$ cat src/fwtp_pkg.sv
// Shared types and constants for the track format parser.
// No dependencies; used by every module of the block.
`default_nettype none

package fwtp_pkg;

    localparam logic [7:0] MARK_ID   = 8'hFE;
    localparam logic [7:0] MARK_DATA = 8'hFB;
    localparam logic [7:0] MARK_CRC  = 8'hF7;
    localparam logic [1:0] SIZE_CODE_MASK = 2'b11;

    localparam logic [6:0]  MAX_SECTORS = 7'd64;
    localparam logic [14:0] TRACK_BYTES = 15'd16384;
    localparam logic [10:0] BASE_SECTOR_SIZE = 11'd128;
    localparam logic [19:0] DD_RATE = 20'd500000;

    localparam logic [1:0] KIND_DATA    = 2'd0;
    localparam logic [1:0] KIND_CLOSE   = 2'd1;
    localparam logic [1:0] KIND_SUMMARY = 2'd2;

    localparam logic [1:0] REG_DATA_RATE    = 2'd0;
    localparam logic [1:0] REG_DISK_PRESENT = 2'd1;
    localparam logic [1:0] REG_TRACK_NUMBER = 2'd2;
    localparam logic [1:0] REG_SIDE_SELECT  = 2'd3;

    typedef enum logic [1:0] {
        PH_GAP  = 2'd0,
        PH_ID   = 2'd1,
        PH_SEEK = 2'd2,
        PH_DATA = 2'd3
    } t_phase;

    // Up to three results caused by one input item, emitted in field order.
    typedef struct packed {
        logic        has_data;
        logic [7:0]  data_byte;
        logic [8:0]  data_sector;
        logic        has_close;
        logic [8:0]  close_sector;
        logic [14:0] close_len;
        logic        has_sum;
        logic [6:0]  sum_count;
        logic [1:0]  sum_code;
        logic [7:0]  sum_start;
        logic        sum_found_ok;
    } t_bundle;

    typedef struct packed {
        logic [19:0] data_rate;
        logic        disk_present;
        logic [7:0]  track_number;
        logic        side_select;
    } t_cfg;

endpackage

`default_nettype wire

$ cat src/fwtp_parser.sv
// Parse state machine: updates track state per accepted byte and builds
// the result bundle for that byte. Depends on fwtp_pkg.
`default_nettype none

module fwtp_parser (
    input  wire logic             i_clk,
    input  wire logic             i_rst_n,
    input  wire logic             i_accept,
    input  wire logic [7:0]       i_track_byte,
    input  wire logic             i_is_final,
    output fwtp_pkg::t_bundle     o_bundle
);

    fwtp_pkg::t_phase r_phase, n_phase;
    logic [1:0]  r_idx, n_idx;
    logic [7:0]  r_pend_sec, n_pend_sec;
    logic [1:0]  r_pend_code, n_pend_code;
    logic [7:0]  r_first_start, n_first_start;
    logic [1:0]  r_first_code, n_first_code;
    logic [6:0]  r_fields, n_fields;
    logic [14:0] r_len, n_len;
    logic        r_too_many, n_too_many;

    logic close_a;
    logic do_close;
    logic [8:0] cur_sector;

    always_comb begin
        n_phase       = r_phase;
        n_idx         = r_idx;
        n_pend_sec    = r_pend_sec;
        n_pend_code   = r_pend_code;
        n_first_start = r_first_start;
        n_first_code  = r_first_code;
        n_fields      = r_fields;
        n_len         = r_len;
        n_too_many    = r_too_many;
        close_a       = 1'b0;
        do_close      = 1'b0;
        cur_sector    = 9'd0;
        o_bundle      = '0;

        case (r_phase)
            fwtp_pkg::PH_GAP: begin
                if (i_track_byte == fwtp_pkg::MARK_ID) begin
                    n_phase = fwtp_pkg::PH_ID;
                    n_idx   = 2'd0;
                end
            end
            fwtp_pkg::PH_ID: begin
                if (r_idx == 2'd2) begin
                    n_pend_sec = i_track_byte;
                end
                if (r_idx == 2'd3) begin
                    n_pend_code = i_track_byte[1:0] & fwtp_pkg::SIZE_CODE_MASK;
                    n_phase     = fwtp_pkg::PH_SEEK;
                    n_idx       = 2'd0;
                end else begin
                    n_idx = r_idx + 2'd1;
                end
            end
            fwtp_pkg::PH_SEEK: begin
                if (i_track_byte == fwtp_pkg::MARK_DATA) begin
                    if (r_fields == 7'd0) begin
                        n_first_start = r_pend_sec;
                        n_first_code  = r_pend_code;
                    end
                    if (r_fields >= fwtp_pkg::MAX_SECTORS) begin
                        n_too_many = 1'b1;
                    end
                    n_len   = 15'd0;
                    n_phase = fwtp_pkg::PH_DATA;
                end else if (i_track_byte == fwtp_pkg::MARK_ID) begin
                    n_phase = fwtp_pkg::PH_ID;
                    n_idx   = 2'd0;
                end
            end
            fwtp_pkg::PH_DATA: begin
                if (i_track_byte == fwtp_pkg::MARK_CRC) begin
                    close_a = 1'b1;
                end else begin
                    o_bundle.has_data  = 1'b1;
                    o_bundle.data_byte = i_track_byte;
                    if (r_len < fwtp_pkg::TRACK_BYTES) begin
                        n_len = r_len + 15'd1;
                    end
                end
            end
            default: begin
                n_phase = fwtp_pkg::PH_GAP;
            end
        endcase

        cur_sector = {1'b0, n_first_start} + {2'b00, r_fields};
        o_bundle.data_sector = cur_sector;

        // A final byte inside a data field closes it with what was seen.
        do_close = close_a || (i_is_final && (n_phase == fwtp_pkg::PH_DATA));
        if (do_close) begin
            o_bundle.has_close    = 1'b1;
            o_bundle.close_sector = cur_sector;
            o_bundle.close_len    = n_len;
            if (r_fields < fwtp_pkg::MAX_SECTORS) begin
                n_fields = r_fields + 7'd1;
            end
            n_len   = 15'd0;
            n_phase = fwtp_pkg::PH_GAP;
        end

        if (i_is_final) begin
            o_bundle.has_sum      = 1'b1;
            o_bundle.sum_count    = n_fields;
            o_bundle.sum_code     = n_first_code;
            o_bundle.sum_start    = n_first_start;
            o_bundle.sum_found_ok = (n_fields != 7'd0) && !n_too_many;
            n_phase       = fwtp_pkg::PH_GAP;
            n_idx         = 2'd0;
            n_pend_sec    = 8'd0;
            n_pend_code   = 2'd0;
            n_first_start = 8'd0;
            n_first_code  = 2'd0;
            n_fields      = 7'd0;
            n_len         = 15'd0;
            n_too_many    = 1'b0;
        end
    end

    always_ff @(posedge i_clk) begin
        if (!i_rst_n) begin
            r_phase       <= fwtp_pkg::PH_GAP;
            r_idx         <= 2'd0;
            r_pend_sec    <= 8'd0;
            r_pend_code   <= 2'd0;
            r_first_start <= 8'd0;
            r_first_code  <= 2'd0;
            r_fields      <= 7'd0;
            r_len         <= 15'd0;
            r_too_many    <= 1'b0;
        end else if (i_accept) begin
            r_phase       <= n_phase;
            r_idx         <= n_idx;
            r_pend_sec    <= n_pend_sec;
            r_pend_code   <= n_pend_code;
            r_first_start <= n_first_start;
            r_first_code  <= n_first_code;
            r_fields      <= n_fields;
            r_len         <= n_len;
            r_too_many    <= n_too_many;
        end
    end

endmodule

`default_nettype wire

$ cat src/fwtp_outbuf.sv
// Result register: holds one item's bundle and sends its results out
// one per handshake. Depends on fwtp_pkg.
`default_nettype none

module fwtp_outbuf (
    input  wire logic              i_clk,
    input  wire logic              i_rst_n,
    input  wire logic              i_load,
    input  wire fwtp_pkg::t_bundle i_bundle,
    input  wire fwtp_pkg::t_cfg    i_cfg,
    output logic                   o_load_ok,
    output logic                   o_out_valid,
    input  wire logic              i_out_ready,
    output logic [1:0]             o_kind,
    output logic [7:0]             o_data_byte,
    output logic [8:0]             o_sector_number,
    output logic [14:0]            o_field_length,
    output logic [6:0]             o_sector_count,
    output logic [10:0]            o_sector_size,
    output logic [7:0]             o_start_sector,
    output logic                   o_double_density,
    output logic                   o_track_ok,
    output logic [7:0]             o_out_track,
    output logic                   o_out_side,
    output logic                   o_last_result
);

    fwtp_pkg::t_bundle r_b;
    logic r_has_data, r_has_close, r_has_sum;
    logic n_has_data, n_has_close, n_has_sum;
    logic take;
    logic one_left;

    assign o_out_valid = r_has_data | r_has_close | r_has_sum;
    assign take        = o_out_valid & i_out_ready;
    assign one_left    = (r_has_data ^ r_has_close ^ r_has_sum)
                         & ~(r_has_data & r_has_close & r_has_sum);
    assign o_load_ok   = ~o_out_valid | (take & one_left);

    always_comb begin
        o_kind           = fwtp_pkg::KIND_DATA;
        o_data_byte      = 8'd0;
        o_sector_number  = 9'd0;
        o_field_length   = 15'd0;
        o_sector_count   = 7'd0;
        o_sector_size    = 11'd0;
        o_start_sector   = 8'd0;
        o_double_density = 1'b0;
        o_track_ok       = 1'b0;
        o_out_track      = i_cfg.track_number;
        o_out_side       = i_cfg.side_select;
        o_last_result    = one_left;
        if (r_has_data) begin
            o_kind          = fwtp_pkg::KIND_DATA;
            o_data_byte     = r_b.data_byte;
            o_sector_number = r_b.data_sector;
        end else if (r_has_close) begin
            o_kind          = fwtp_pkg::KIND_CLOSE;
            o_sector_number = r_b.close_sector;
            o_field_length  = r_b.close_len;
        end else if (r_has_sum) begin
            o_kind           = fwtp_pkg::KIND_SUMMARY;
            o_sector_count   = r_b.sum_count;
            o_sector_size    = fwtp_pkg::BASE_SECTOR_SIZE << r_b.sum_code;
            o_start_sector   = r_b.sum_start;
            o_double_density = i_cfg.data_rate >= fwtp_pkg::DD_RATE;
            o_track_ok       = i_cfg.disk_present & r_b.sum_found_ok;
        end
    end

    always_comb begin
        n_has_data  = r_has_data;
        n_has_close = r_has_close;
        n_has_sum   = r_has_sum;
        if (take) begin
            if (r_has_data) begin
                n_has_data = 1'b0;
            end else if (r_has_close) begin
                n_has_close = 1'b0;
            end else begin
                n_has_sum = 1'b0;
            end
        end
        if (i_load) begin
            n_has_data  = i_bundle.has_data;
            n_has_close = i_bundle.has_close;
            n_has_sum   = i_bundle.has_sum;
        end
    end

    always_ff @(posedge i_clk) begin
        if (!i_rst_n) begin
            r_has_data  <= 1'b0;
            r_has_close <= 1'b0;
            r_has_sum   <= 1'b0;
        end else begin
            r_has_data  <= n_has_data;
            r_has_close <= n_has_close;
            r_has_sum   <= n_has_sum;
        end
    end

    always_ff @(posedge i_clk) begin
        if (i_load) begin
            r_b <= i_bundle;
        end
    end

endmodule

`default_nettype wire

$ cat src/floppy_write_track_parser.sv
// Top level of the track format parser: configuration registers, parser
// and result register. Depends on fwtp_pkg, fwtp_parser, fwtp_outbuf.
//
// Usage:
//   Input channel (i_in_valid / o_in_ready) carries one raw track byte per
//   item with i_is_final set on the last byte of the track.
//   Output channel (o_out_valid / i_out_ready) carries results: data bytes,
//   end-of-field reports and one track summary after the final byte.
//   Each byte is parsed in the cycle it is accepted; its results sit in the
//   result register from the next cycle. A byte causes zero to three results.
//   Results leave one per cycle while the receiver is ready, and a new byte is
//   taken in the same cycle the last pending result is taken, so throughput
//   is one byte per cycle while each byte yields at most one result and the
//   receiver is ready; more results hold the input until the last is taken.
//   When the receiver stalls, the pending results hold and o_in_ready drops
//   once the result register cannot be emptied in that cycle.
//   Configuration writes (i_cfg_we, i_cfg_index, i_cfg_data) take effect at
//   once; write only while the block is idle.
//   Reset clears the parse state, empties the result register and sets the
//   registers to data rate 250000, no disk, track 0, side 0.
`default_nettype none

module floppy_write_track_parser (
    input  wire logic        i_clk,
    input  wire logic        i_rst_n,
    input  wire logic        i_cfg_we,
    input  wire logic [1:0]  i_cfg_index,
    input  wire logic [19:0] i_cfg_data,
    input  wire logic        i_in_valid,
    output logic             o_in_ready,
    input  wire logic [7:0]  i_track_byte,
    input  wire logic        i_is_final,
    output logic             o_out_valid,
    input  wire logic        i_out_ready,
    output logic [1:0]       o_kind,
    output logic [7:0]       o_data_byte,
    output logic [8:0]       o_sector_number,
    output logic [14:0]      o_field_length,
    output logic [6:0]       o_sector_count,
    output logic [10:0]      o_sector_size,
    output logic [7:0]       o_start_sector,
    output logic             o_double_density,
    output logic             o_track_ok,
    output logic [7:0]       o_out_track,
    output logic             o_out_side,
    output logic             o_last_result
);

    fwtp_pkg::t_cfg    r_cfg;
    fwtp_pkg::t_bundle bundle;
    logic              accept;

    assign accept = i_in_valid & o_in_ready;

    always_ff @(posedge i_clk) begin
        if (!i_rst_n) begin
            r_cfg.data_rate    <= 20'd250000;
            r_cfg.disk_present <= 1'b0;
            r_cfg.track_number <= 8'd0;
            r_cfg.side_select  <= 1'b0;
        end else if (i_cfg_we) begin
            case (i_cfg_index)
                fwtp_pkg::REG_DATA_RATE:    r_cfg.data_rate    <= i_cfg_data;
                fwtp_pkg::REG_DISK_PRESENT: r_cfg.disk_present <= i_cfg_data[0];
                fwtp_pkg::REG_TRACK_NUMBER: r_cfg.track_number <= i_cfg_data[7:0];
                fwtp_pkg::REG_SIDE_SELECT:  r_cfg.side_select  <= i_cfg_data[0];
                default: begin
                end
            endcase
        end
    end

    fwtp_parser u_parser (
        .i_clk        (i_clk),
        .i_rst_n      (i_rst_n),
        .i_accept     (accept),
        .i_track_byte (i_track_byte),
        .i_is_final   (i_is_final),
        .o_bundle     (bundle)
    );

    fwtp_outbuf u_outbuf (
        .i_clk            (i_clk),
        .i_rst_n          (i_rst_n),
        .i_load           (accept),
        .i_bundle         (bundle),
        .i_cfg            (r_cfg),
        .o_load_ok        (o_in_ready),
        .o_out_valid      (o_out_valid),
        .i_out_ready      (i_out_ready),
        .o_kind           (o_kind),
        .o_data_byte      (o_data_byte),
        .o_sector_number  (o_sector_number),
        .o_field_length   (o_field_length),
        .o_sector_count   (o_sector_count),
        .o_sector_size    (o_sector_size),
        .o_start_sector   (o_start_sector),
        .o_double_density (o_double_density),
        .o_track_ok       (o_track_ok),
        .o_out_track      (o_out_track),
        .o_out_side       (o_out_side),
        .o_last_result    (o_last_result)
    );

endmodule

`default_nettype wire
$ cat config.mk
export PLATFORM = sky130hd
export DESIGN_NAME = floppy_write_track_parser
export DESIGN_NICKNAME = d
export VERILOG_FILES = /design/src/fwtp_pkg.sv /design/src/fwtp_parser.sv /design/src/fwtp_outbuf.sv /design/src/floppy_write_track_parser.sv
export SDC_FILE = /design/constraint.sdc
export NUM_CORES = 1
export LEC_CHECK = 0
export BUFFER_PORTS_ARGS = -buffer_cell sky130_fd_sc_hd__buf_2
export CORE_MARGIN = 10
export CORE_UTILIZATION = 40
export CTS_CLUSTER_DIAMETER = 50
export DETAILED_ROUTE_END_ITERATION = 8
export GPL_TIMING_DRIVEN = 0
export PLACE_DENSITY = 0.65
export RECOVER_POWER = 50
export SYNTH_ARGS = -nofsm -noshare
export SYNTH_HDL_FRONTEND = slang
export SYNTH_HIERARCHICAL = 1
export SYNTH_SLANG_ARGS = --single-unit
$ cat constraint.sdc
create_clock -name i_clk -period 8.7 [get_ports i_clk]
set_clock_uncertainty 0.1 [all_clocks]
set_input_delay 0 -clock i_clk [delete_from_list [all_inputs] [get_ports i_clk]]
set_output_delay 0 -clock i_clk [all_outputs]
set_load 0.02 [all_outputs]
==> summary.txt <==
Status
  • Status: completed

Cells and area
  • Fillcell total: 1607
  • Most frequent standard cell in the layout excluding fill and tap cells: sky130_fd_sc_hd__clkbuf_1
  • Layout cells sized above 1: 11.63%
  • Area delta synth->final: 24.03%
  • Highest-count cells in the layout ignoring fill and taps: sky130_fd_sc_hd__clkbuf_1, sky130_fd_sc_hd__nor2_1, sky130_fd_sc_hd__dfxtp_1
  • Diodes inserted: 0
  • Post-route insts no fill: 1162
  • Footprint of the multi-input gates: 0.003321 sq mm
  • Sequential cell area: 0.003273 sq mm
  • Final #Nets: 980

Hold path
  • Hold WC Path Type: in -> reg
  • Hold path startpoint: i_is_final
  • Hold Crit Endpoint: u_parser/r_pend_code[1]$_SDFFE_PN0P_
  • Hold path depth: 4

Place
  • Post-Place Cells: 1085
  • Global placer's final weighted congestion: 0.9039
  • Buffers on Ports: 101
  • Final HPWL DP: 14410 um

Timing
  • Transition time at the pin with the least slew margin: 0.9180 ns
  • Setup Viol. Count Final: 0
  • Fin. max-slew vios: 0
  • Setup TNS: 0 ns
  • Minimum clock period: 4.627 ns
  • Final worst path period share: 53.19%
  • Fmax: 216.1 MHz
  • Final hold violation count: 0
  • RSZ-0062 raised after global routing: false
  • Worst slew margin relative to its limit: 38.80%

Clocking
  • Clock tree from TritonCTS: done
  • H-tree level count: 4
  • TritonCTS Sinks: 134
  • Post-CTS setup-driven buffer insertion count: 0
  • TritonCTS Buffers: 17
  • Clock insertion delay at the later pin of the skew report: 0.43 ns
  • Root buffer cell: sky130_fd_sc_hd__clkbuf_16
  • Max Buffers Root-to-Sink: 2
  • CTS Hold Bufs: 45
  • Clock transition at the registers of the reported paths: 0.06 ns
  • Post-cts sizing count: 0

Synth
  • Average size of a mapped cell: 9.460 sq um
  • Total of warnings raised by yosys: 6
  • Post-synthesis instance area: 0.007123 sq mm
  • Synth Instances: 753

Routing
  • First-pass DRT Iterations: 5
  • DRT antenna net count: 0
  • Number of vias after detailed routing: 6088
  • Number of design-rule violations left by the first detailed-router iteration: 420
  • # DRC: 0
  • Wire length reported by the detailed router: 20050 um
  • Routed WL per cell: 17.25 um
  • Avg Vias per Cell: 5.239

Die
  • CORE AREA: 0.01736 sq mm
  • Chip Width: 153.4 um
  • Starting Density: 41.04%
  • Num rows: 48
  • Height of the die: 153.4 um
  • Count of boundary I/O pins: 110
  • Die Outline Area: 0.02355 sq mm

GRT
  • Global-route wire length before repair: 32330 um
  • Overflow after GRT: 0
  • Combined global-route utilization of all metal layers: 16.78%
  • Initial antenna violation count: 0
  • Maximum number of pins on one net before global-route repair: 69
  • Number of global-route vias before repair: 5982

Power
  • Sw Share: 24.69%
  • Net load switching power: 0.3725 mW
  • Power share of the clock group: 47.7%
  • Lkg Pwr: 3.659 nW
  • Sum of internal, switching and leakage power: 1.509 mW
  • Portion of total power attributed to sequential cells: 45.3%
  • Internal Power: 1.136 mW
  • Combinational power share: 7.0%
  • Peak supply drop: 144.4 uV
  • Power per Cell Area: 170.8 mW/mm^2

Worst setup path
  • Crit-path cells: inv_1, clkbuf_1, ha_1, nor2_1, mux2_1, nand2_1, nand2_1, and2_4, clkinv_1, nor2_1, nand2_1, clkbuf_1, a21oi_1, a21oi_1, nor2_1
  • Type of element capturing the critical path: register
  • Worst setup SP type: register
  • Crit path arrival time: 4.88 ns
  • Largest stage delay, worst path: 0.74 ns
  • Worst endpoint required time: 8.96 ns
  • Number of cells on the worst reg-to-reg path: 15
  • Register-to-Register Setup Slack: 4.07 ns
  • Capture point of the worst reg-to-reg path: u_parser/r_len[8]$_SDFFE_PN0P_
  • CP Class: reg -> reg
  • Critical path fanouts, max: 68
  • Slowest CP cell: sky130_fd_sc_hd__and2_4
  • Beginning of the worst register-to-register path: u_outbuf/r_has_data$_SDFFE_PN0P_

Flow run
  • # Max-Cap Violations: 0
## layout make-up
| class | instances | share of cell area (%) |
|---|---|---|
| clock inverter | 14 | 1.572 |
| clock buffer | 18 | 5.098 |
| inverter | 38 | 1.615 |
| sequential | 134 | 37.05 |
| multi-input combinational | 522 | 37.59 |
| buffer | 65 | 3.937 |
| timing repair buffer | 146 | 9.956 |
| tap | 225 | 3.187 |
## worst max-delay path: cells and delay by family, from the launching register on
family          cells  cell delay (ns)
buf+inv             4             1.32
flops               1             0.35
compound gates      2             0.27
mux                 1             0.18
fa+ha+maj           1             0.32
simple gates        7             2.00
## power groups by stage
stage	combinational [mW]	clock, mW	sequential (mW)
finish	0.106	0.719	0.683
global placement	0.0918	0	0.697
floorplan	0.0603	0	0.694
detailed placement	0.0928	0	0.697
global route	0.116	0.759	0.685
CTS	0.108	0.728	0.683
## per-stage QoR
stage                     hold slack [ns]  area [sq um]  setup slack (ns)  util (%)
after global placement             0.1451          7933             2.154     45.70
final                             0.01189          8835             4.073     50.90
after CTS                       0.0004479          8975             4.156     51.71
after floorplan                   0.02171          7146             3.802         -
after detailed placement           0.1526          7935             4.173     45.72
after global routing              0.02338          8835             3.625     50.90
## routing by layer
metal	vias to the layer above	track usage (%)	share of wire, %
li1	3013	-	-
met3	25	4.040	6.8
met1	2841	21.92	45
met4	0	5.713	1.6
met5	-	0	0
met2	209	26.53	46
## registers in the layout, summed over array words and instances, names as in the netlist, 2 cells and up
register                count
u_outbuf/r_b               59
r_cfg                      25
u_parser/r_len             15
u_parser/r_first_start      8
u_parser/r_pend_sec         8
u_parser/r_fields           7
u_parser/r_first_code       2
u_parser/r_idx              2
u_parser/r_pend_code        2
u_parser/r_phase            2
## how the worst max path moves through the flow
stage	endpoint	startpoint	slack, ns	cells past startpoint
6_report	u_parser/r_len[8]$_SDFFE_PN0P_	u_outbuf/r_has_data$_SDFFE_PN0P_	4.07	15
3_3_place_gp	u_parser/r_len[8]$_SDFFE_PN0P_	u_outbuf/r_has_data$_SDFFE_PN0P_	2.15	15
2_1_floorplan	u_parser/r_len[14]$_SDFFE_PN0P_	u_outbuf/r_has_data$_SDFFE_PN0P_	3.80	15
3_5_place_dp	u_parser/r_len[14]$_SDFFE_PN0P_	u_outbuf/r_has_data$_SDFFE_PN0P_	4.17	15
4_1_cts	u_parser/r_len[8]$_SDFFE_PN0P_	u_outbuf/r_has_data$_SDFFE_PN0P_	4.16	15
5_1_grt	u_parser/r_len[14]$_SDFFE_PN0P_	u_outbuf/r_has_data$_SDFFE_PN0P_	3.62	15
Power figures use the tool's default switching activity.
